$ cat config.mk
export PLATFORM = sky130hd
export DESIGN_NAME = lazy_delete_list_engine
export DESIGN_NICKNAME = d
export VERILOG_FILES = /design/src/sv/lde_pkg.sv /design/src/sv/lde_dpath.sv /design/src/sv/lde_ctrl.sv /design/src/sv/lazy_delete_list_engine.sv
export SDC_FILE = /design/constraint.sdc
export NUM_CORES = 1
export LEC_CHECK = 0
export BUFFER_PORTS_ARGS = -buffer_cell sky130_fd_sc_hd__clkbuf_2
export CAP_MARGIN = 40
export CORE_MARGIN = 8
export CORE_UTILIZATION = 61
export CTS_BUF_LIST = sky130_fd_sc_hd__clkbuf_4 sky130_fd_sc_hd__clkbuf_8
export DETAILED_ROUTE_END_ITERATION = 10
export PLACE_DENSITY_LB_ADDON = 0.3
export SETUP_SLACK_MARGIN = 0.5
export SLEW_MARGIN = 5
export SYNTH_ARGS = -nofsm -noshare
export SYNTH_HDL_FRONTEND = slang
export SYNTH_SLANG_ARGS = --single-unit
$ cat constraint.sdc
create_clock -name i_clk -period 9.3 [get_ports i_clk]
set_clock_uncertainty 0.2 [all_clocks]
set_input_delay 0.465 -clock i_clk [delete_from_list [all_inputs] [get_ports i_clk]]
set_output_delay 0.465 -clock i_clk [all_outputs]
set_load 0.03 [all_outputs]
$ cat src/sv/lde_pkg.sv
`default_nettype none

package lde_pkg;

    localparam logic [2:0] CMD_PUSH_FRONT = 3'd0;
    localparam logic [2:0] CMD_PUSH_BACK  = 3'd1;
    localparam logic [2:0] CMD_HIDE_FIRST = 3'd2;
    localparam logic [2:0] CMD_HIDE_ALL   = 3'd3;
    localparam logic [2:0] CMD_CONTAINS   = 3'd4;
    localparam logic [2:0] CMD_READ_AT    = 3'd5;
    localparam logic [2:0] CMD_CLEAR      = 3'd6;

    // kind of walk over the stored entries
    typedef enum logic [1:0] {
        PASS_SCAN,
        PASS_SHIFT,
        PASS_COMPACT
    } t_pass;

    typedef struct packed {
        logic start;
        logic run;
        logic append_wr;
        logic push_front_wr;
        logic compact_end;
        logic clear_all;
        logic set_full;
        logic out_load;
    } t_dp_act;

    typedef struct packed {
        t_dp_act    act;
        logic [2:0] cmd;
        t_pass      mode;
    } t_dp_ctl;

    typedef struct packed {
        logic full;
        logic compact_due;
        logic pass_done;
    } t_dp_sts;

endpackage

`default_nettype wire

$ cat src/sv/lde_dpath.sv
`default_nettype none

module lde_dpath #(
    parameter int DEPTH = 16
) (
    input  logic                i_clk,
    input  logic                i_rst_n,
    input  logic                i_take,
    input  logic signed [31:0]  i_value,
    input  logic [7:0]          i_position,
    input  lde_pkg::t_dp_ctl    i_ctl,
    output lde_pkg::t_dp_sts    o_sts,
    output logic                o_ok,
    output logic [4:0]          o_removed_count,
    output logic signed [31:0]  o_read_value,
    output logic [4:0]          o_visible_count,
    output logic [4:0]          o_hid_count,
    output logic                o_full_error
);
    import lde_pkg::*;

    localparam int AW = $clog2(DEPTH);
    localparam int CW = $clog2(DEPTH + 1);
    localparam int PW = (CW > 8) ? CW : 8;

    function automatic logic [4:0] sat5(input logic [CW-1:0] x);
        sat5 = (x > CW'(31)) ? 5'd31 : 5'(x);
    endfunction

    // entry store: hidden mark on top of the value
    logic [32:0]    r_mem [DEPTH];
    logic [32:0]    r_rdata;

    logic [CW-1:0]  r_used;
    logic [CW-1:0]  r_vis;
    logic [CW-1:0]  r_hid;
    logic [CW-1:0]  r_removed;
    logic [CW-1:0]  r_iss;
    logic [CW-1:0]  r_left;
    logic [CW-1:0]  r_seen;
    logic [CW-1:0]  r_w;
    logic [AW-1:0]  r_pidx;
    logic           r_pvalid;
    logic [31:0]    r_value;
    logic [7:0]     r_pos;
    logic           r_found;
    logic           r_full;
    logic [31:0]    r_rd;

    logic           r_out_ok;
    logic [4:0]     r_out_removed;
    logic [31:0]    r_out_rd;
    logic [4:0]     r_out_vis;
    logic [4:0]     r_out_hid;
    logic           r_out_full;

    logic           w_hid_bit;
    logic [31:0]    w_val;
    logic           w_stage;
    logic           w_match;
    logic           w_scan;
    logic           w_do_hide;
    logic           w_do_find;
    logic           w_read_vis;
    logic           w_pos_hit;
    logic           w_do_shift;
    logic           w_do_keep;
    logic           w_issue;
    logic           w_push;
    logic           w_we;
    logic [AW-1:0]  w_waddr;
    logic [32:0]    w_wdata;

    always_comb begin
        w_hid_bit  = r_rdata[32];
        w_val      = r_rdata[31:0];
        w_stage    = i_ctl.act.run && r_pvalid;
        w_scan     = w_stage && (i_ctl.mode == PASS_SCAN);
        w_match    = !w_hid_bit && (w_val == r_value);
        w_do_hide  = w_scan && w_match
                     && ((i_ctl.cmd == CMD_HIDE_ALL)
                         || ((i_ctl.cmd == CMD_HIDE_FIRST) && !r_found));
        w_do_find  = w_scan && w_match && (i_ctl.cmd == CMD_CONTAINS);
        w_read_vis = w_scan && !w_hid_bit && !r_found && (i_ctl.cmd == CMD_READ_AT);
        w_pos_hit  = (PW'(r_seen) == PW'(r_pos));
        w_do_shift = w_stage && (i_ctl.mode == PASS_SHIFT);
        w_do_keep  = w_stage && (i_ctl.mode == PASS_COMPACT) && !w_hid_bit;
        w_issue    = i_ctl.act.run && (r_left != '0);
        w_push     = i_ctl.act.append_wr || i_ctl.act.push_front_wr;
    end

    always_comb begin
        w_we    = 1'b0;
        w_waddr = '0;
        w_wdata = '0;
        if (i_ctl.act.append_wr) begin
            w_we    = 1'b1;
            w_waddr = r_used[AW-1:0];
            w_wdata = {1'b0, r_value};
        end else if (i_ctl.act.push_front_wr) begin
            w_we    = 1'b1;
            w_waddr = '0;
            w_wdata = {1'b0, r_value};
        end else if (w_do_shift) begin
            w_we    = 1'b1;
            w_waddr = r_pidx + AW'(1);
            w_wdata = r_rdata;
        end else if (w_do_hide) begin
            w_we    = 1'b1;
            w_waddr = r_pidx;
            w_wdata = {1'b1, w_val};
        end else if (w_do_keep) begin
            w_we    = 1'b1;
            w_waddr = r_w[AW-1:0];
            w_wdata = {1'b0, w_val};
        end
    end

    always_ff @(posedge i_clk) begin
        if (w_we) begin
            r_mem[w_waddr] <= w_wdata;
        end
        if (w_issue) begin
            r_rdata <= r_mem[r_iss[AW-1:0]];
        end
    end

    // counts and walk control
    always_ff @(posedge i_clk) begin
        if (!i_rst_n) begin
            r_used   <= '0;
            r_vis    <= '0;
            r_hid    <= '0;
            r_left   <= '0;
            r_pvalid <= 1'b0;
        end else begin
            if (i_ctl.act.start) begin
                r_left   <= r_used;
                r_pvalid <= 1'b0;
            end else if (i_ctl.act.run) begin
                r_pvalid <= w_issue;
                if (w_issue) begin
                    r_left <= r_left - CW'(1);
                end
            end
            if (i_ctl.act.clear_all) begin
                r_used <= '0;
                r_vis  <= '0;
                r_hid  <= '0;
            end else if (w_push) begin
                r_used <= r_used + CW'(1);
                r_vis  <= r_vis + CW'(1);
            end else if (w_do_hide) begin
                r_vis <= r_vis - CW'(1);
                r_hid <= r_hid + CW'(1);
            end else if (i_ctl.act.compact_end) begin
                r_used <= r_w;
                r_hid  <= '0;
            end
        end
    end

    // per-item working registers
    always_ff @(posedge i_clk) begin
        if (i_take) begin
            r_value   <= $unsigned(i_value);
            r_pos     <= i_position;
            r_found   <= 1'b0;
            r_full    <= 1'b0;
            r_removed <= '0;
            r_rd      <= '0;
        end else begin
            if (w_push || w_do_hide || w_do_find || (w_read_vis && w_pos_hit)) begin
                r_found <= 1'b1;
            end
            if (w_do_hide) begin
                r_removed <= r_removed + CW'(1);
            end
            if (w_read_vis && w_pos_hit) begin
                r_rd <= w_val;
            end
            if (i_ctl.act.set_full) begin
                r_full <= 1'b1;
            end
        end
        if (i_ctl.act.start) begin
            r_iss  <= (i_ctl.mode == PASS_SHIFT) ? r_used - CW'(1) : '0;
            r_seen <= '0;
            r_w    <= '0;
        end else begin
            if (w_issue) begin
                r_iss  <= (i_ctl.mode == PASS_SHIFT) ? r_iss - CW'(1) : r_iss + CW'(1);
                r_pidx <= r_iss[AW-1:0];
            end
            if (w_read_vis && !w_pos_hit) begin
                r_seen <= r_seen + CW'(1);
            end
            if (w_do_keep) begin
                r_w <= r_w + CW'(1);
            end
        end
        if (i_ctl.act.out_load) begin
            r_out_ok      <= r_found;
            r_out_removed <= sat5(r_removed);
            r_out_rd      <= r_rd;
            r_out_vis     <= sat5(r_vis);
            r_out_hid     <= sat5(r_hid);
            r_out_full    <= r_full;
        end
    end

    always_comb begin
        o_sts.full        = (r_used == CW'(DEPTH));
        o_sts.compact_due = (r_hid == r_vis) && (r_hid != '0);
        o_sts.pass_done   = (r_left == '0) && !r_pvalid;
    end

    assign o_ok            = r_out_ok;
    assign o_removed_count = r_out_removed;
    assign o_read_value    = $signed(r_out_rd);
    assign o_visible_count = r_out_vis;
    assign o_hid_count     = r_out_hid;
    assign o_full_error    = r_out_full;

`ifndef NO_ASSERTIONS
    a_count_sum: assert property (@(posedge i_clk) disable iff (!i_rst_n)
        (CW+1)'(r_vis) + (CW+1)'(r_hid) == (CW+1)'(r_used))
        else $error("visible plus hidden differs from held entries");

    a_used_bound: assert property (@(posedge i_clk) disable iff (!i_rst_n)
        r_used <= CW'(DEPTH))
        else $error("held entries exceed store depth");

    a_compact_clears: assert property (@(posedge i_clk) disable iff (!i_rst_n)
        i_ctl.act.compact_end |=> (r_hid == '0) && (r_used == r_vis))
        else $error("compaction left hidden entries");
`endif

endmodule

`default_nettype wire

$ cat src/sv/lde_ctrl.sv
`default_nettype none

module lde_ctrl (
    input  logic             i_clk,
    input  logic             i_rst_n,
    input  logic             i_valid,
    input  logic [2:0]       i_cmd,
    output logic             o_ready,
    output logic             o_valid,
    input  logic             i_ready,
    input  lde_pkg::t_dp_sts i_sts,
    output lde_pkg::t_dp_ctl o_ctl
);
    import lde_pkg::*;

    typedef enum logic [2:0] {
        S_IDLE,
        S_DECODE,
        S_START,
        S_PASS,
        S_APPLY,
        S_CHECK,
        S_WRAP,
        S_EMIT
    } t_state;

    t_state     r_state;
    logic       r_ready;
    logic       r_valid;
    logic [2:0] r_cmd;
    t_pass      r_mode;
    t_dp_act    r_act;

    always_ff @(posedge i_clk) begin
        t_dp_act n_act;
        n_act = '0;
        if (!i_rst_n) begin
            r_state <= S_IDLE;
            r_ready <= 1'b0;
            r_valid <= 1'b0;
            r_cmd   <= CMD_CLEAR;
            r_mode  <= PASS_SCAN;
            r_act   <= '0;
        end else begin
            if (r_valid && i_ready) begin
                r_valid <= 1'b0;
            end
            unique case (r_state)
                S_IDLE: begin
                    if (i_valid && r_ready) begin
                        r_cmd   <= i_cmd;
                        r_ready <= 1'b0;
                        r_state <= S_DECODE;
                    end else begin
                        r_ready <= 1'b1;
                    end
                end
                S_DECODE: begin
                    unique case (r_cmd) inside
                        CMD_PUSH_FRONT, CMD_PUSH_BACK: begin
                            if (i_sts.full) begin
                                n_act.set_full = 1'b1;
                                r_state        <= S_APPLY;
                            end else if (r_cmd == CMD_PUSH_BACK) begin
                                n_act.append_wr = 1'b1;
                                r_state         <= S_APPLY;
                            end else begin
                                n_act.start = 1'b1;
                                r_mode      <= PASS_SHIFT;
                                r_state     <= S_START;
                            end
                        end
                        CMD_HIDE_FIRST, CMD_HIDE_ALL, CMD_CONTAINS, CMD_READ_AT: begin
                            n_act.start = 1'b1;
                            r_mode      <= PASS_SCAN;
                            r_state     <= S_START;
                        end
                        CMD_CLEAR: begin
                            n_act.clear_all = 1'b1;
                            r_state         <= S_APPLY;
                        end
                        default: begin
                            r_state <= S_APPLY;
                        end
                    endcase
                end
                S_START: begin
                    n_act.run = 1'b1;
                    r_state   <= S_PASS;
                end
                S_PASS: begin
                    if (!i_sts.pass_done) begin
                        n_act.run = 1'b1;
                    end else if (r_mode == PASS_SHIFT) begin
                        n_act.push_front_wr = 1'b1;
                        r_state             <= S_APPLY;
                    end else if (r_mode == PASS_COMPACT) begin
                        n_act.compact_end = 1'b1;
                        r_state           <= S_APPLY;
                    end else begin
                        r_state <= S_CHECK;
                    end
                end
                S_APPLY: begin
                    r_state <= S_CHECK;
                end
                S_CHECK: begin
                    if (i_sts.compact_due) begin
                        n_act.start = 1'b1;
                        r_mode      <= PASS_COMPACT;
                        r_state     <= S_START;
                    end else begin
                        r_state <= S_WRAP;
                    end
                end
                S_WRAP: begin
                    // wait until the result register is free
                    if (!r_valid || i_ready) begin
                        n_act.out_load = 1'b1;
                        r_state        <= S_EMIT;
                    end
                end
                S_EMIT: begin
                    r_valid <= 1'b1;
                    r_ready <= 1'b1;
                    r_state <= S_IDLE;
                end
                default: begin
                    r_state <= S_IDLE;
                end
            endcase
            r_act <= n_act;
        end
    end

    assign o_ready = r_ready;
    assign o_valid = r_valid;

    always_comb begin
        o_ctl.act  = r_act;
        o_ctl.cmd  = r_cmd;
        o_ctl.mode = r_mode;
    end

`ifndef NO_ASSERTIONS
    a_ready_idle: assert property (@(posedge i_clk) disable iff (!i_rst_n)
        r_ready |-> (r_state == S_IDLE))
        else $error("ready raised outside idle");

    a_load_free: assert property (@(posedge i_clk) disable iff (!i_rst_n)
        r_act.out_load |-> !r_valid)
        else $error("result register overwritten while full");

    a_emit_valid: assert property (@(posedge i_clk) disable iff (!i_rst_n)
        (r_state == S_EMIT) |=> r_valid && (r_state == S_IDLE))
        else $error("result not presented after load");
`endif

endmodule

`default_nettype wire

$ cat src/sv/lazy_delete_list_engine.sv
`default_nettype none

// Ordered list of up to DEPTH signed 32-bit values with lazy deletion. Each input item is
// one command (push front/back, hide first/all matches, contains, read the i-th visible
// value, clear) and yields exactly one result item carrying the status flags and the
// visible and hidden counts (saturated at 31). Entries live in a memory with one write and
// one registered read port, so every walk over the list advances one entry per cycle.
// Push back, clear and refused pushes need no walk; hide, contains and read at walk the
// held entries once; push front first walks them to shift each one up by one place. When a
// push or hide leaves the hidden count equal to a nonzero visible count, a compaction walk
// over the entries then held follows.
// A new item is accepted once the previous result is loaded, even if it is not yet taken.
module lazy_delete_list_engine #(
    parameter int DEPTH = 16
) (
    input  logic                i_clk,
    input  logic                i_rst_n,
    input  logic                i_valid,
    output logic                o_ready,
    input  logic [2:0]          i_cmd,
    input  logic signed [31:0]  i_value,
    input  logic [7:0]          i_position,
    output logic                o_valid,
    input  logic                i_ready,
    output logic                o_ok,
    output logic [4:0]          o_removed_count,
    output logic signed [31:0]  o_read_value,
    output logic [4:0]          o_visible_count,
    output logic [4:0]          o_hid_count,
    output logic                o_full_error
);
    import lde_pkg::*;

    t_dp_ctl w_ctl;
    t_dp_sts w_sts;
    logic    w_take;

    assign w_take = i_valid && o_ready;

    lde_ctrl u_ctrl (
        .i_clk   (i_clk),
        .i_rst_n (i_rst_n),
        .i_valid (i_valid),
        .i_cmd   (i_cmd),
        .o_ready (o_ready),
        .o_valid (o_valid),
        .i_ready (i_ready),
        .i_sts   (w_sts),
        .o_ctl   (w_ctl)
    );

    lde_dpath #(
        .DEPTH (DEPTH)
    ) u_dpath (
        .i_clk           (i_clk),
        .i_rst_n         (i_rst_n),
        .i_take          (w_take),
        .i_value         (i_value),
        .i_position      (i_position),
        .i_ctl           (w_ctl),
        .o_sts           (w_sts),
        .o_ok            (o_ok),
        .o_removed_count (o_removed_count),
        .o_read_value    (o_read_value),
        .o_visible_count (o_visible_count),
        .o_hid_count     (o_hid_count),
        .o_full_error    (o_full_error)
    );

endmodule

`default_nettype wire
* Yosys cells after proc, flatten, opt, wreduce, memory -nomap -nowiden
Memories as Yosys holds them, arrays and structs flattened. A register that Yosys moved wholly into a read port is not among the register bits. Cells that the tools add are included. Widths: inputs -> output; s select.
Word-level totals: RAM bits 528, flip-flop bits (word level) 186, memories kept 1, logic and storage cells 209, input bits 47
Operators by class: magnitude comparators 3, $add $sub $neg 12, equality and inequality tests 27, mux-type cells 63, reduce and logical (&&, ||, !) cells 62, bitwise operators 7
Memory list:
- u_dpath.r_mem | depth 16, width 33, read ports 1, clocked after memory_dff 1, write ports 1, RTL line lde_dpath.sv:31 | logic [32:0] r_mem [DEPTH];
Operators by type and width (number):
- $mux 33 | 4
- $mux 5 | 14
- $add 5x1->5 const B | 7
- $eq 32x32->1 | 1
- $mux 32 | 1
- $pmux 3 s8 | 1
- $eq 3x3->1 const B | 7
- $mux 1 | 21
- $mux 3 | 7
- $logic_and 1x1->1 | 20
- $mux 4 | 5
- $sub 5x1->5 const B | 4
- $reduce_bool 2->1 | 8
- $gt 5x5->1 const B | 3
- $reduce_and 2->1 | 7
- $eq 3x2->1 const B | 4
- $reduce_or 4->1 | 3
- $reduce_bool 5->1 | 2
- $ne 3x3->1 const B | 3
- $reduce_and 3->1 | 3
- $eq 5x8->1 | 1
- $ne 2x1->1 const B | 4
- $pmux 1 s2 | 4
- $pmux 2 s2 | 2
- other kinds (17) | 38

* Depth between registers and ports, before layout
Gate-level depths: netlist of the first run.
depth after elaboration 10, gate-level depth with buffers 10

* Modules after synthesis
From an unflattened synthesis of the first run, not the netlist that was laid out.
Unflattened totals: cells, all modules 1493, area total of the unflattened synthesis 29034.1 µm²
By module, submodules not included:
- lde_dpath | instances 1, cells each 1403, seq. area each 21160.3 µm², area an instance 28204.6 µm²
- lde_ctrl | instances 1, cells each 89, seq. area each 360.3 µm², area an instance 823.3 µm²
- lazy_delete_list_engine | instances 1, cells each 1, seq. area each 0.0 µm², area an instance 6.3 µm²

* Least setup slack after synthesis of the first run
No wires, ideal clock.
path kind register -> register, from register u_dpath.r_rdata[1], read port of u_dpath.r_mem, to memory u_dpath.r_mem[0][0], enable pin, data arrival time 3.519 ns, stages on the path, launching flop included 8, buffers on the path 0, period minus slack after synthesis 4.142 ns, slack 5.158 ns, path through edfxtp_1 xor2_1 nor4_4 nand4_1 o311a_1 a311oi_2 or3b_1 nor2_1
On the way: longest elaborated chain between the ends 10, elaborated cells between the ends (all ways) 14, those cells by class eq/ne: 1; mux: 10; reduce/logical: 3
Ends and longest elaborated chain:
- from (decl) | RTL line lde_dpath.sv:32 | logic [32:0] r_rdata;
- $eq 32x32->1 * | RTL line lde_dpath.sv:79 | w_match = !w_hid_bit && (w_val == r_value);
- $logic_and 1x1->1 * | RTL line lde_dpath.sv:79
- $logic_and 1x1->1 * | RTL line lde_dpath.sv:80 | w_do_hide = w_scan && w_match
- $logic_and 1x1->1 * | RTL line lde_dpath.sv:81 | && ((i_ctl.cmd == CMD_HIDE_ALL)
- $mux 1 | RTL line lde_dpath.sv:108 | end else if (w_do_hide) begin
- $mux 1 | RTL line lde_dpath.sv:104 | end else if (w_do_shift) begin
- $mux 1 | RTL line lde_dpath.sv:100 | end else if (i_ctl.act.push_front_wr) begin
- $mux 1 | RTL line lde_dpath.sv:96 | if (i_ctl.act.append_wr) begin
- $mux 1 | RTL line lde_dpath.sv:120 | if (w_we) begin
- $mux 1 (implied by the code) | RTL line lde_dpath.sv:121 | r_mem[w_waddr] <= w_wdata;
- to (decl) | RTL line lde_dpath.sv:31
Every way passes the cells marked *; elsewhere a longest branch is shown, timed or not.

* Worst setup path after layout of the first run
from register u_dpath.r_rdata[16], read port of u_dpath.r_mem, to memory u_dpath.r_mem[0][24], enable pin
The elaborated chain is that of the path after synthesis.

==> results of run 1 <==
[metal layers]
metal  part of all wire, %  routed length, microns
met5                     0                       0
met4                   2.5                    1580
met3                   9.0                    5730
met2                    48                   30500
met1                    41                   25900
[registers in the layout, indices dropped and copies added (netlist names), 2 cells and up]
signal                   flops
u_ctrl.r_state               3
u_dpath.o_visible_count      5
u_dpath.o_read_value        32
u_dpath.r_rdata             33
u_dpath.r_vis                5
u_dpath.r_rd                32
u_dpath.o_removed_count      5
u_ctrl.r_mode                2
u_ctrl.o_ctl                 8
u_ctrl.r_cmd                 3
u_dpath.r_iss                4
u_dpath.r_w                  5
u_dpath.o_hid_count          5
u_dpath.r_left               5
u_dpath.r_removed            5
u_dpath.r_pidx               4
u_dpath.r_used               5
u_dpath.r_seen               5
u_dpath.r_mem              528
u_dpath.r_pos                8
u_dpath.r_hid                5
u_dpath.r_value             32
[cell families (layout without fill, tap and decap cells)]
logic type | after synthesis | after routing | share of synthesized area, %
adders and majority gates | 25 | 25 | 1.13
buffers and inverters | 113 | 418 | 1.52
muxes | 210 | 210 | 14.4
AOI/OAI and AO/OA | 105 | 105 | 2.59
and+or+nand+nor | 241 | 241 | 4.23
xor gates and xnor gates | 64 | 64 | 1.93
DFF | 746 | 746 | 74.2
[cells in the final DEF, fill, tap and decap left out, types with 5 or more instances in the layout]
| master | count |
|---|---|
| sky130_fd_sc_hd__edfxtp_1 | 658 |
| sky130_fd_sc_hd__mux4_2 | 165 |
| sky130_fd_sc_hd__clkbuf_8 | 126 |
| sky130_fd_sc_hd__clkbuf_2 | 97 |
| sky130_fd_sc_hd__dfxtp_1 | 87 |
| sky130_fd_sc_hd__nor2_1 | 76 |
| sky130_fd_sc_hd__xor2_1 | 49 |
| sky130_fd_sc_hd__dlygate4sd3_1 | 47 |
| sky130_fd_sc_hd__mux2i_1 | 43 |
| sky130_fd_sc_hd__nand2_1 | 42 |
| sky130_fd_sc_hd__clkbuf_4 | 39 |
| sky130_fd_sc_hd__a22o_1 | 32 |
| sky130_fd_sc_hd__buf_4 | 32 |
| sky130_fd_sc_hd__inv_1 | 24 |
| sky130_fd_sc_hd__ha_1 | 23 |
| sky130_fd_sc_hd__clkinv_1 | 20 |
| sky130_fd_sc_hd__nor2_4 | 18 |
| sky130_fd_sc_hd__o21ai_0 | 18 |
| sky130_fd_sc_hd__nand3_1 | 17 |
| sky130_fd_sc_hd__a21oi_1 | 16 |
| sky130_fd_sc_hd__xnor2_1 | 15 |
| sky130_fd_sc_hd__clkinv_2 | 15 |
| sky130_fd_sc_hd__nor2b_1 | 11 |
| sky130_fd_sc_hd__nor3_1 | 10 |
| sky130_fd_sc_hd__and3_1 | 8 |
| sky130_fd_sc_hd__nor4_1 | 8 |
| sky130_fd_sc_hd__nand4_1 | 8 |
| sky130_fd_sc_hd__or3_1 | 6 |
| sky130_fd_sc_hd__a211oi_1 | 6 |
| sky130_fd_sc_hd__and2_1 | 5 |
| sky130_fd_sc_hd__a31oi_1 | 5 |
| sky130_fd_sc_hd__buf_16 | 5 |
[power breakdown]
group	total, mW	internal [mW]	switching (mW)	leakage (nW)
sequential	3.62	3.61	0.00967	5.87
clock	2.75	1.51	1.24	1.26
combinational	0.0798	0.0359	0.0439	2.96
total	6.45	5.16	1.29	10.1
[critical path, stage by stage (launching register included)]
cell and delay, ps:
sky130_fd_sc_hd__edfxtp_1 430, sky130_fd_sc_hd__xor2_1 190, sky130_fd_sc_hd__nor4_1 700, sky130_fd_sc_hd__buf_4 260, sky130_fd_sc_hd__nand2_1 140, sky130_fd_sc_hd__o311a_1 370
sky130_fd_sc_hd__a211oi_1 440, sky130_fd_sc_hd__nand3_1 450, sky130_fd_sc_hd__nor2_4 620, sky130_fd_sc_hd__buf_4 470
[cell type report]
| class | count | area (sq um) | share of cell area, % |
|---|---|---|---|
| sequential | 746 | 21500 | 64.6 |
| multi-input combinational | 645 | 7170 | 21.5 |
| clock buffer | 165 | 2030 | 6.09 |
| timing repair buffer | 183 | 1370 | 4.13 |
| tap | 615 | 769 | 2.31 |
| clock inverter | 44 | 334 | 1.00 |
| inverter | 26 | 97.6 | 0.293 |
[Yosys cell counts (all sizes together) (3+ instances only)]
cell,n,share of area (%)
nor3,11,0.21
a211oi,6,0.16
nand2b,4,0.086
a31oi,5,0.11
o211ai,4,0.10
clkbuf,60,0.78
a22o,32,0.97
ha,23,0.99
nor3b,4,0.10
nor4,14,0.49
nand2,42,0.54
or2,3,0.065
inv,24,0.31
a21oi,16,0.28
xnor2,15,0.45
mux2i,43,1.5
and2,6,0.13
dfxtp,88,6.1
buf,27,0.41
xor2,49,1.5
nand4,8,0.17
o21ai,20,0.35
and3,8,0.17
mux4,165,13
a21boi,3,0.078
or3,6,0.13
nand3,18,0.33
nand3b,4,0.10
nor2,94,1.2
nor2b,11,0.24
nand4b,3,0.091
edfxtp,658,68
a21o,4,0.10
[how the worst min path moves through the flow]
stage,start,end,slack (ps),cells past startpoint
after floorplan,u_dpath.r_rd[0],u_dpath.o_read_value[0],210,0
after global placement,u_dpath.r_rd[4],u_dpath.o_read_value[4],210,0
after detailed placement,u_dpath.r_rd[8],u_dpath.o_read_value[8],220,0
after CTS,i_valid,u_dpath.r_rd[30],110,3
after global routing,i_valid,u_dpath.r_rd[30],150,3
final,i_valid,u_dpath.r_rd[30],170,3
[stage by stage]
| stage | area [sq um] | setup WS, ps | instances |
|---|---|---|---|
| final | 33300 | 4660 | 2424 |
| after global routing | 33300 | 4520 | 2424 |
| after CTS | 33300 | 4610 | 2424 |
| after detailed placement | 30500 | 4680 | 2168 |
| after global placement | 30300 | 4770 | 2160 |
| after floorplan | 29000 | 5160 | 1504 |
==> report_table.html, run 1 <==
<table>
<tr><th>Metric</th><th>Value</th></tr>
<tr><th colspan="2">Global route</th></tr>
<tr><td>Routing usage on met1</td><td>~32%</td></tr>
<tr><td>Largest net degree at the start of global routing</td><td>52</td></tr>
<tr><td>GRT met3 Usage</td><td>5.65%</td></tr>
<tr><td>Global-route wire length before repair</td><td>94,400 microns</td></tr>
<tr><td>GRT overflow</td><td>0</td></tr>
<tr><td>Peak-usage layer in the global routing report</td><td>met2</td></tr>
<tr><td>Met2 track demand over resource</td><td>a little under two fifths</td></tr>
<tr><td>Via count of the first global-routing pass</td><td>15,300</td></tr>
<tr><td>GR Util All Layers</td><td>between 20% and 30%</td></tr>
<tr><td>Number of antenna violations at the first check in global routing</td><td>0</td></tr>
<tr><th colspan="2">Timing</th></tr>
<tr><td>Final setup violation count</td><td>0</td></tr>
<tr><td>Slew margin rel.</td><td>~41%</td></tr>
<tr><td>Fmax</td><td>approximately 220 MHz</td></tr>
<tr><td>Setup TNS</td><td>0 ps</td></tr>
<tr><td>Post-route fraction of the period consumed by the critical path</td><td>49.9%</td></tr>
<tr><td>Period minus WS final</td><td>roughly 4600 ps</td></tr>
<tr><td>Worst hold slack</td><td>around 170 ps</td></tr>
<tr><td>Hold Vio Cnt, Final</td><td>0</td></tr>
<tr><td>RSZ-0062 raised after global routing</td><td>no</td></tr>
<tr><td>Actual transition at the worst max-transition pin</td><td>881 ps</td></tr>
<tr><td>Pins Over Slew Limit</td><td>0</td></tr>
<tr><th colspan="2">Critical path</th></tr>
<tr><td>Crit path required time</td><td>about 9500 ps</td></tr>
<tr><td>Worst setup SP type</td><td>flop</td></tr>
<tr><td>Capture instance of the worst register-to-register path</td><td>u_dpath.r_mem[0][24]</td></tr>
<tr><td>Logic depth of the worst register-to-register path</td><td>9</td></tr>
<tr><td>Arrival time worst endpoint</td><td>between 4000 and 5000 ps</td></tr>
<tr><td>Reg2Reg Setup Slack</td><td>4660 ps</td></tr>
<tr><td>Largest fanout on the critical path</td><td>19</td></tr>
<tr><td>Worst Setup SP</td><td>u_dpath.r_rdata[16]</td></tr>
<tr><td>WS Path Type</td><td>flop to flop</td></tr>
<tr><td>Critical path endpoint category</td><td>flop</td></tr>
<tr><td>FF-to-FF Start</td><td>u_dpath.r_rdata[16]</td></tr>
<tr><td>Critical path capture point</td><td>u_dpath.r_mem[0][24]</td></tr>
<tr><th colspan="2">Clock network</th></tr>
<tr><td>CTS root buf</td><td>sky130_fd_sc_hd__clkbuf_8</td></tr>
<tr><td>Level count of the clock H-tree</td><td>3</td></tr>
<tr><td>Maximum clock path buffer count</td><td>3</td></tr>
<tr><td>CTS Buf Count</td><td>approximately 110</td></tr>
<tr><td>Count of hold buffers inserted by post-cts repair</td><td>47</td></tr>
<tr><td>Number of buffers inserted by post-CTS setup repair</td><td>0</td></tr>
<tr><td>Clock insertion delay at the later pin of the skew report</td><td>between 700 and 800 ps</td></tr>
<tr><td>Post-cts sizing count</td><td>0</td></tr>
<tr><td>CTS tree</td><td>done</td></tr>
<tr><td>Worst-path clk slew</td><td>roughly 60 ps</td></tr>
<tr><td># clock sinks</td><td>746</td></tr>
<tr><th colspan="2">Routing</th></tr>
<tr><td>DRC errors left</td><td>0</td></tr>
<tr><td>Average routed wire per standard cell</td><td>around 26 microns</td></tr>
<tr><td>Routed via count</td><td>15,100</td></tr>
<tr><td>Detailed-router iteration count before antenna repair</td><td>7</td></tr>
<tr><td>Total detailed-routing wirelength</td><td>around 64,000 microns</td></tr>
<tr><td>Detailed-route vias per instance</td><td>around 6.2</td></tr>
<tr><td>Routed Antenna Nets</td><td>0</td></tr>
<tr><td>DRC marker count from the first detailed-route iteration</td><td>1,565</td></tr>
<tr><th colspan="2">Synth</th></tr>
<tr><td>Average footprint of a synthesized cell</td><td>just under 20 sq um</td></tr>
<tr><td>Proportion of register bits with asynchronous set or reset after synthesis</td><td>0%</td></tr>
<tr><td>Cell area after synthesis</td><td>just under 0.03 sq mm</td></tr>
<tr><td>Post-Synthesis Net Count</td><td>1,576</td></tr>
<tr><td>Commonest register cell after synthesis</td><td>sky130_fd_sc_hd__edfxtp_1</td></tr>
<tr><td>Post-Synthesis Cells</td><td>roughly 1,500</td></tr>
<tr><td>EDFF count, synth</td><td>roughly 660</td></tr>
<tr><td>Number of synthesized register bits</td><td>746</td></tr>
<tr><td>Number of distinct library cells after synthesis</td><td>between 50 and 60</td></tr>
<tr><td>Sequential area share after synthesis</td><td>between 70 and 80%</td></tr>
<tr><td>Yosys warnings</td><td>0</td></tr>
<tr><th colspan="2">Worst hold path</th></tr>
<tr><td>Hold crit path type</td><td>primary input to flop</td></tr>
<tr><th colspan="2">Floorplanning</th></tr>
<tr><td>Chip width</td><td>234 microns</td></tr>
<tr><td>Cell row count</td><td>80</td></tr>
<tr><td>Area of the die</td><td>about 0.055 sq mm</td></tr>
<tr><td>Die height</td><td>about 230 microns</td></tr>
<tr><td>Placeable core region</td><td>0.0473 sq mm</td></tr>
<tr><td>Number of top-level pins</td><td>98</td></tr>
<tr><td>Starting density of the core</td><td>61.2%</td></tr>
<tr><th colspan="2">Power and ir drop</th></tr>
<tr><td>Total power per unit cell area</td><td>between 150 and 200 mW/mm^2</td></tr>
<tr><td>Total leakage power</td><td>between 10 and 15 nW</td></tr>
<tr><td>Worst IR Drop VDD</td><td>0.144 mV</td></tr>
<tr><td>Total power draw</td><td>between 6 and 7 mW</td></tr>
<tr><th colspan="2">Finish</th></tr>
<tr><td>Layout overhead on the synthesized area</td><td>14.8%</td></tr>
<tr><td>Diodes inserted</td><td>0</td></tr>
<tr><td>Final #Nets</td><td>~1,800</td></tr>
<tr><td>Share of layout cells above drive strength 1</td><td>roughly 29%</td></tr>
<tr><td>Core occupancy in the finished layout</td><td>70.3%</td></tr>
<tr><td>Filler Cells Inserted</td><td>2,822</td></tr>
<tr><th colspan="2">Place</th></tr>
<tr><td>Number of input and output port buffers inserted</td><td>97</td></tr>
<tr><td>Final HPWL from detailed placement</td><td>~36,000 microns</td></tr>
<tr><td>Routability-driven placement congestion ratio</td><td>~0.86</td></tr>
<tr><th colspan="2">Status</th></tr>
<tr><td>Status</td><td>complete, no violations</td></tr>
<tr><th colspan="2">Job</th></tr>
<tr><td># Max-Cap Violations</td><td>0</td></tr>
</table>
(Power assumes the default switching activity.)
==> run 2: changes to the inputs <==
Clock period 9.3 ns to 4.71 ns, I/O delays scaled along.
==> run 2 against run 1 <==
Critical path depth unchanged. Combinational power increased by 100%. Largest power group unchanged. Sequential power increased by 97%. Sequential share of layout area decreased by 0.81 points. Sequential cell count unchanged. Worst setup slack got worse by 4000 ps. Critical endpoint is now u_dpath.r_mem[5][1]. Final area increased by 1.3%. Clock power increased by 110%. Critical path type unchanged. Largest cell class unchanged.
==> report_table.html, run 2 (synthesized netlist as in run 1, its figures left out) <==
<table>
<tr><th>Metric</th><th>Value</th></tr>
<tr><th colspan="2">Routing</th></tr>
<tr><td>Average routed wire per standard cell</td><td>26.8 microns (+2.1%)</td></tr>
<tr><td>Routed via count</td><td>15,200 (+0.70%)</td></tr>
<tr><td>Routed Antenna Nets</td><td>0 (unchanged)</td></tr>
<tr><td>Top routing layer in use</td><td>met5</td></tr>
<tr><td>DRC marker count from the first detailed-route iteration</td><td>1,534 (-2.0%)</td></tr>
<tr><td>Total detailed-routing wirelength</td><td>65,600 microns (+3.1%)</td></tr>
<tr><td>Met3 wirelength from detailed routing</td><td>5960 microns (+4.2%)</td></tr>
<tr><td>Detailed-route vias per instance</td><td>6.20 (-0.33%)</td></tr>
<tr><td>Sum of met2 wire segment lengths after detailed routing</td><td>32,000 microns (+5.2%)</td></tr>
<tr><td>Detailed-router iteration count before antenna repair</td><td>5 (-2)</td></tr>
<tr><td>Met1 WL</td><td>25,800 microns (-0.49%)</td></tr>
<tr><td>DRC errors left</td><td>0 (unchanged)</td></tr>
<tr><th colspan="2">Place</th></tr>
<tr><td>Final HPWL from detailed placement</td><td>39,700 microns (+9.0%)</td></tr>
<tr><td>Number of input and output port buffers inserted</td><td>97 (unchanged)</td></tr>
<tr><td>Routability-driven placement congestion ratio</td><td>0.835 (-2.8%)</td></tr>
<tr><th colspan="2">Clock network</th></tr>
<tr><td>CTS tree</td><td>done</td></tr>
<tr><td>Level count of the clock H-tree</td><td>3 (unchanged)</td></tr>
<tr><td># clock sinks</td><td>746 (unchanged)</td></tr>
<tr><td>Clock insertion delay at the later pin of the skew report</td><td>700 ps (-20 ps)</td></tr>
<tr><td>Maximum clock path buffer count</td><td>3 (unchanged)</td></tr>
<tr><td>CTS Buf Count</td><td>112 (-0.88%)</td></tr>
<tr><td>Worst-path clk slew</td><td>60 ps (about the same)</td></tr>
<tr><td>CTS root buf</td><td>sky130_fd_sc_hd__clkbuf_8</td></tr>
<tr><td>Post-cts sizing count</td><td>0 (unchanged)</td></tr>
<tr><th colspan="2">Critical path</th></tr>
<tr><td>Cell at the slowest stage of the critical path</td><td>sky130_fd_sc_hd__nor4_1</td></tr>
<tr><td>FF-to-FF Start</td><td>u_dpath.r_rdata[16]</td></tr>
<tr><td>Capture instance of the worst register-to-register path</td><td>u_dpath.r_mem[5][1]</td></tr>
<tr><td>Crit path required time</td><td>4880 ps (-4580 ps)</td></tr>
<tr><td>Arrival time worst endpoint</td><td>4180 ps (-620 ps)</td></tr>
<tr><td>Reg2Reg Setup Slack</td><td>700 ps (-3960 ps)</td></tr>
<tr><td>Critical path capture point</td><td>u_dpath.r_mem[5][1]</td></tr>
<tr><td>Chain of cells forming the critical path</td><td>xor2_1, nor4_1, buf_4, nand2_1, nor3_2, a211oi_1, or3_1, nor2_4, buf_12</td></tr>
<tr><td>Worst Setup SP</td><td>u_dpath.r_rdata[16]</td></tr>
<tr><td>Largest fanout on the critical path</td><td>26 (+7)</td></tr>
<tr><td>WS Path Type</td><td>flop to flop</td></tr>
<tr><td>Logic depth of the worst register-to-register path</td><td>9 (unchanged)</td></tr>
<tr><td>Critical path endpoint category</td><td>flop</td></tr>
<tr><td>CP peak stage delay</td><td>630 ps (-70 ps)</td></tr>
<tr><td>Worst setup SP type</td><td>flop</td></tr>
<tr><th colspan="2">Timing</th></tr>
<tr><td>Post-route fraction of the period consumed by the critical path</td><td>85.1% (+35 points)</td></tr>
<tr><td>RSZ-0062 raised after global routing</td><td>no</td></tr>
<tr><td>Setup TNS</td><td>0 ps (unchanged)</td></tr>
<tr><td>Actual transition at the worst max-transition pin</td><td>819 ps (-61.7 ps)</td></tr>
<tr><td>Fmax</td><td>250 MHz (+16%)</td></tr>
<tr><td>Slew margin rel.</td><td>45.3% (+4.4 points)</td></tr>
<tr><td>Final setup violation count</td><td>0 (unchanged)</td></tr>
<tr><td>Period minus WS final</td><td>4010 ps (-632 ps)</td></tr>
<tr><td>Pins Over Slew Limit</td><td>0 (unchanged)</td></tr>
<tr><td>Hold Vio Cnt, Final</td><td>0 (unchanged)</td></tr>
<tr><th colspan="2">Finish</th></tr>
<tr><td>Final #Nets</td><td>1,809 (+1.2%)</td></tr>
<tr><td>Share of layout cells above drive strength 1</td><td>29.4% (+0.37 points)</td></tr>
<tr><td>Top library cells by usage in the layout, fill and taps aside</td><td>sky130_fd_sc_hd__edfxtp_1, sky130_fd_sc_hd__mux4_2, sky130_fd_sc_hd__clkbuf_8</td></tr>
<tr><td>Filler Cells Inserted</td><td>2,719 (-3.6%)</td></tr>
<tr><td>Core occupancy in the finished layout</td><td>71.2% (+0.89 points)</td></tr>
<tr><td>Top reg by flops</td><td>u_dpath.r_mem</td></tr>
<tr><td>Flip-flop count of the largest register, all copies and words added</td><td>528 (unchanged)</td></tr>
<tr><td>Diodes inserted</td><td>0 (unchanged)</td></tr>
<tr><td>Most common cell after layout, fill and taps aside</td><td>sky130_fd_sc_hd__edfxtp_1</td></tr>
<tr><td>Largest registers</td><td>u_dpath.r_mem x528, u_dpath.r_rdata x33</td></tr>
<tr><td>Layout overhead on the synthesized area</td><td>16.3%</td></tr>
<tr><th colspan="2">Status</th></tr>
<tr><td>Status</td><td>complete, no violations</td></tr>
<tr><th colspan="2">Floorplanning</th></tr>
<tr><td>Die height</td><td>234 microns (unchanged)</td></tr>
<tr><td>Number of top-level pins</td><td>98 (unchanged)</td></tr>
<tr><td>Placeable core region</td><td>0.0473 sq mm (unchanged)</td></tr>
<tr><td>Area of the die</td><td>0.0548 sq mm (unchanged)</td></tr>
<tr><td>Chip width</td><td>234 microns (unchanged)</td></tr>
<tr><td>Starting density of the core</td><td>61.2% (unchanged)</td></tr>
<tr><td>Cell row count</td><td>80 (unchanged)</td></tr>
<tr><th colspan="2">Global route</th></tr>
<tr><td>Via count of the first global-routing pass</td><td>15,700 (+2.6%)</td></tr>
<tr><td>Global-route wire length before repair</td><td>97,900 microns (+3.8%)</td></tr>
<tr><td>GRT overflow</td><td>0 (unchanged)</td></tr>
<tr><td>GR Util All Layers</td><td>24.5% (+0.93 points)</td></tr>
<tr><td>Number of antenna violations at the first check in global routing</td><td>1 (+1)</td></tr>
<tr><td>Largest net degree at the start of global routing</td><td>45 (-13%)</td></tr>
<tr><th colspan="2">Power and ir drop</th></tr>
<tr><td>Worst IR Drop VDD</td><td>0.290 mV (+100%)</td></tr>
<tr><td>Total power per unit cell area</td><td>385 mW/mm^2 (+99%)</td></tr>
<tr><td>Total leakage power</td><td>10.3 nW (+1.8%)</td></tr>
<tr><th colspan="2">Job</th></tr>
<tr><td># Max-Cap Violations</td><td>0 (unchanged)</td></tr>
<tr><th colspan="2">Worst hold path</th></tr>
<tr><td>Hold crit path type</td><td>primary input to flop</td></tr>
</table>
==> run 2: changes by cell type in the layout (fill, tap and decap cells not counted), moves of 5 or more <==
cell | before | now
sky130_fd_sc_hd__buf_4 | 32 | 37
sky130_fd_sc_hd__clkinv_1 | 20 | 28
sky130_fd_sc_hd__bufinv_16 | 4 | 10
sky130_fd_sc_hd__buf_12 | 2 | 18
sky130_fd_sc_hd__clkbuf_4 | 39 | 28
==> run 2: layout make-up <==
class | instances | area [sq um] | area share, %
repair buffers | 206 | 1710 | 5.07
clock buffers | 153 | 1930 | 5.73
clock inverters | 58 | 515 | 1.53
flip-flops and latches | 746 | 21500 | 63.8
well taps | 615 | 769 | 2.28
inverters | 26 | 97.6 | 0.289
multi-input cells | 645 | 7170 | 21.3
==> run 2: timing repair <==
action                                 in CTS  in global routing
buffers inserted                            0                  0
hold buffers                               50                  0
endpoints found under the hold margin      96                  0
==> run 2: critical path: cells and delay by family (launching register included) <==
family / cells / cell delay (ps)
xor gates and xnor gates: 1 / 180
AOI/OAI and AO/OA: 1 / 220
and+or+nand+nor: 5 / 2150
DFF: 1 / 410
buffers and inverters: 2 / 480
==> run 2: how the worst min path moves through the flow <==
stage                              from             endpoint  slack [ps]  cells past startpoint
after global placement      i_value[13]  u_dpath.r_value[13]         210                      1
after CTS                   i_value[10]  u_dpath.r_value[10]          10                      2
after detailed placement    i_value[13]  u_dpath.r_value[13]         210                      1
after global routing        i_value[13]  u_dpath.r_value[13]          20                      2
after floorplan           i_position[0]     u_dpath.r_pos[0]         130                      0
final                       i_value[10]  u_dpath.r_value[10]          60                      2
==> run 2: per-layer routing <==
metal	up-vias	track usage, %
li1	6495	-
met1	7799	32.6
met2	794	39.5
met3	106	5.88
met4	2	8.52
met5	-	1.74
==> run 2: per-stage QoR <==
stage	setup slack, ps	total power [mW]	hold WS [ps]	instances	cell area (sq um)
after floorplan	568	7.35	134	1504	29000
after global placement	741	7.40	213	2184	30700
after detailed placement	653	7.41	214	2188	30800
after CTS	634	13.0	12.5	2449	33700
after global routing	561	13.3	24.4	2449	33700
final	704	13.0	56.5	2449	33700
==> run 2: where the power goes <==
group          leakage [nW]  switching, mW  internal (mW)  total, mW
clock                  1.29           2.47           3.21       5.68
sequential             5.87         0.0196           7.12       7.14
combinational          3.11         0.0901         0.0723      0.162
==> run 3: changes to the inputs <==
Settings changed: CTS_BUF_LIST sky130_fd_sc_hd__clkbuf_4 sky130_fd_sc_hd__clkbuf_8 to sky130_fd_sc_hd__clkbuf_16.
==> run 3 against run 2 <==
Sequential power about the same. Largest cell class unchanged. Global-route usage up 0.76 points. First-iteration DRC count up 0.20%. Wire length increased by 3.2%. Clock-buffer cell count shrank 76. Combinational power about the same. Utilization decreased by 0.47 points. Sequential share of layout area up 0.42 points. Maximum frequency fell by 2.2%. Largest power group unchanged.
==> report_table.html, run 3 (synthesized netlist as in run 1, its figures left out) <==
<table>
<tr><th>Metric</th><th>Value</th></tr>
<tr><th colspan="2">Critical path</th></tr>
<tr><td>Crit path required time</td><td>4750 ps (-130 ps)</td></tr>
<tr><td>Kind of cell adding the most delay to the critical path</td><td>simple AND/OR/NAND/NOR gates</td></tr>
<tr><td>Cell at the slowest stage of the critical path</td><td>sky130_fd_sc_hd__nor4_1</td></tr>
<tr><td>Critical path endpoint category</td><td>flop</td></tr>
<tr><td>Chain of cells forming the critical path</td><td>xor2_1, nor4_1, buf_4, nand2_1, o311a_1, a211oi_1, nand3_1, nor2_4, buf_4</td></tr>
<tr><td>Most frequent cell on the critical path</td><td>sky130_fd_sc_hd__buf_4</td></tr>
<tr><td>CP Buf/Inv Count</td><td>2 (unchanged)</td></tr>
<tr><td>Arrival time worst endpoint</td><td>4140 ps (-40 ps)</td></tr>
<tr><td>Reg2Reg Setup Slack</td><td>610 ps (-90 ps)</td></tr>
<tr><td>CP peak stage delay</td><td>620 ps (about the same)</td></tr>
<tr><td>WS Path Type</td><td>flop to flop</td></tr>
<tr><td>Worst setup SP type</td><td>flop</td></tr>
<tr><td>Largest fanout on the critical path</td><td>18 (-31%)</td></tr>
<tr><th colspan="2">Finish</th></tr>
<tr><td>Diodes inserted</td><td>0 (unchanged)</td></tr>
<tr><td>Top reg by flops</td><td>u_dpath.r_mem</td></tr>
<tr><td>Share of layout cells above drive strength 1</td><td>25.7% (-3.7 points)</td></tr>
<tr><td>Top library cells by usage in the layout, fill and taps aside</td><td>sky130_fd_sc_hd__edfxtp_1, sky130_fd_sc_hd__mux4_2, sky130_fd_sc_hd__clkbuf_2</td></tr>
<tr><td>Final design instance area without fill</td><td>0.0335 sq mm (-0.66%)</td></tr>
<tr><td>Largest registers</td><td>u_dpath.r_mem x528, u_dpath.r_rdata x33</td></tr>
<tr><td>Flip-flop count of the largest register, all copies and words added</td><td>528 (unchanged)</td></tr>
<tr><td>Final #Nets</td><td>1,770 (-2.2%)</td></tr>
<tr><td>Most common cell after layout, fill and taps aside</td><td>sky130_fd_sc_hd__edfxtp_1</td></tr>
<tr><td>Layout overhead on the synthesized area</td><td>15.5%</td></tr>
<tr><th colspan="2">Routing</th></tr>
<tr><td>Routed Antenna Nets</td><td>0 (unchanged)</td></tr>
<tr><td>Total detailed-routing wirelength</td><td>67,800 microns (+3.2%)</td></tr>
<tr><td>DRC errors left</td><td>0 (unchanged)</td></tr>
<tr><td>Routed via count</td><td>15,200 (-0.053%)</td></tr>
<tr><td>Average routed wire per standard cell</td><td>28.6 microns (+6.6%)</td></tr>
<tr><td>DRC marker count from the first detailed-route iteration</td><td>1,537 (+0.20%)</td></tr>
<tr><td>Detailed-router iteration count before antenna repair</td><td>5 (unchanged)</td></tr>
<tr><td>Detailed-route vias per instance</td><td>6.40 (+3.2%)</td></tr>
<tr><th colspan="2">Timing</th></tr>
<tr><td>Setup TNS</td><td>0 ps (unchanged)</td></tr>
<tr><td>Period minus WS final</td><td>4100 ps (+88.8 ps)</td></tr>
<tr><td>Final setup violation count</td><td>0 (unchanged)</td></tr>
<tr><td>Hold Vio Cnt, Final</td><td>0 (unchanged)</td></tr>
<tr><td>Pins Over Slew Limit</td><td>0 (unchanged)</td></tr>
<tr><td>Post-route fraction of the period consumed by the critical path</td><td>86.9% (+1.9 points)</td></tr>
<tr><td>Actual transition at the worst max-transition pin</td><td>831 ps (+11.9 ps)</td></tr>
<tr><td>Slew margin rel.</td><td>44.5% (-0.79 points)</td></tr>
<tr><td>RSZ-0062 raised after global routing</td><td>no</td></tr>
<tr><td>Fmax</td><td>244 MHz (-2.2%)</td></tr>
<tr><th colspan="2">Global route</th></tr>
<tr><td>Number of antenna violations at the first check in global routing</td><td>2 (+1)</td></tr>
<tr><td>Global-route wire length before repair</td><td>100,000 microns (+2.3%)</td></tr>
<tr><td>Via count of the first global-routing pass</td><td>15,700 (+0.083%)</td></tr>
<tr><td>GR Util All Layers</td><td>25.2% (+0.76 points)</td></tr>
<tr><td>GRT overflow</td><td>0 (unchanged)</td></tr>
<tr><td>Largest net degree at the start of global routing</td><td>45 (unchanged)</td></tr>
<tr><th colspan="2">Power and ir drop</th></tr>
<tr><td>Total power per unit cell area</td><td>380 mW/mm^2 (-1.2%)</td></tr>
<tr><td>Worst IR Drop VDD</td><td>0.339 mV (+17%)</td></tr>
<tr><td>Total leakage power</td><td>10.2 nW (-1.1%)</td></tr>
<tr><th colspan="2">Clock network</th></tr>
<tr><td>Level count of the clock H-tree</td><td>3 (unchanged)</td></tr>
<tr><td>Worst-path clk slew</td><td>60 ps (about the same)</td></tr>
<tr><td>CTS root buf</td><td>sky130_fd_sc_hd__clkbuf_16</td></tr>
<tr><td>Number of buffers inserted by post-CTS setup repair</td><td>0 (unchanged)</td></tr>
<tr><td>Post-cts sizing count</td><td>0 (unchanged)</td></tr>
<tr><td>CTS tree</td><td>done</td></tr>
<tr><td>Maximum clock path buffer count</td><td>3 (unchanged)</td></tr>
<tr><td>Count of hold buffers inserted by post-cts repair</td><td>49 (-2.0%)</td></tr>
<tr><td>Clock insertion delay at the later pin of the skew report</td><td>600 ps (-100 ps)</td></tr>
<tr><td># clock sinks</td><td>746 (unchanged)</td></tr>
<tr><td>CTS Buf Count</td><td>74 (-34%)</td></tr>
<tr><th colspan="2">Worst hold path</th></tr>
<tr><td>Hold crit path type</td><td>primary input to flop</td></tr>
<tr><th colspan="2">Floorplanning</th></tr>
<tr><td>Number of top-level pins</td><td>98 (unchanged)</td></tr>
<tr><td>Die height</td><td>234 microns (unchanged)</td></tr>
<tr><td>Starting density of the core</td><td>61.2% (unchanged)</td></tr>
<tr><td>Cell row count</td><td>80 (unchanged)</td></tr>
<tr><td>Placeable core region</td><td>0.0473 sq mm (unchanged)</td></tr>
<tr><td>Chip width</td><td>234 microns (unchanged)</td></tr>
<tr><td>Area of the die</td><td>0.0548 sq mm (unchanged)</td></tr>
<tr><th colspan="2">Job</th></tr>
<tr><td># Max-Cap Violations</td><td>0 (unchanged)</td></tr>
<tr><th colspan="2">Place</th></tr>
<tr><td>Final HPWL from detailed placement</td><td>39,700 microns (unchanged)</td></tr>
<tr><td>Routability-driven placement congestion ratio</td><td>0.835 (unchanged)</td></tr>
<tr><td>Placed cell areas</td><td>0.0308 sq mm (unchanged)</td></tr>
<tr><td>Number of input and output port buffers inserted</td><td>97 (unchanged)</td></tr>
<tr><th colspan="2">Status</th></tr>
<tr><td>Status</td><td>complete, no violations</td></tr>
</table>
run 3: cell type report:
cell class / count / area (sq um)
inverters: 26 / 97.6
flip-flops and latches: 746 / 21500
repair buffers: 205 / 1700
clock buffers: 77 / 1930
multi-input cells: 645 / 7170
well taps: 615 / 769
fillers: 2764 / 13900
clock inverters: 58 / 307
run 3: routing by layer:
metal / routed length [microns] / track usage [%] / up-vias / part of all wire (%)
met2: 33400 / 41.4 / 820 / 49
met1: 25800 / 33.0 / 7821 / 38
met3: 6080 / 5.27 / 146 / 9.0
met5: 135 / 1.74 / - / 0.20
met4: 2340 / 9.93 / 4 / 3.4
li1: - / - / 6397 / -
run 3: per-stage QoR:
| stage | setup WS (ps) | cells | power (mW) | utilization [%] | hold slack [ps] |
|---|---|---|---|---|---|
| 2_1_floorplan | 568 | 1504 | 7.35 | - | 134 |
| 3_3_place_gp | 741 | 2184 | 7.40 | 64.8 | 213 |
| 3_5_place_dp | 653 | 2188 | 7.41 | 65.0 | 214 |
| 4_1_cts | 646 | 2372 | 12.8 | 70.7 | 52.9 |
| 5_1_grt | 545 | 2372 | 13.1 | 70.7 | 77.1 |
| 6_report | 615 | 2372 | 12.7 | 70.7 | 62.1 |
run 3: worst paths after layout:
check,from,to,depth (start not counted)
setup reg to reg,u_dpath.r_rdata[19],u_dpath.r_mem[0][13],9
setup / recovery,u_dpath.r_rdata[19],u_dpath.r_mem[0][13],9
hold reg to reg,u_dpath.r_rd[2],u_dpath.o_read_value[2],0
hold / removal,i_valid,u_dpath.r_rd[31],3
run 3: worst register-to-register path, delay by kind of cell, from the launching register on:
family,cells,cell delay [ps]
buf+inv,2,590
flops,1,430
xor+xnor,1,190
compound gates,2,840
simple gates,4,1480
run 3: report_power, final:
part	internal, mW	leakage, nW	switching (mW)
Sequential	7.12	5.87	0.0202
Clock	3.06	1.18	2.37
Combinational	0.0718	3.11	0.0894
Total	10.3	10.2	2.48
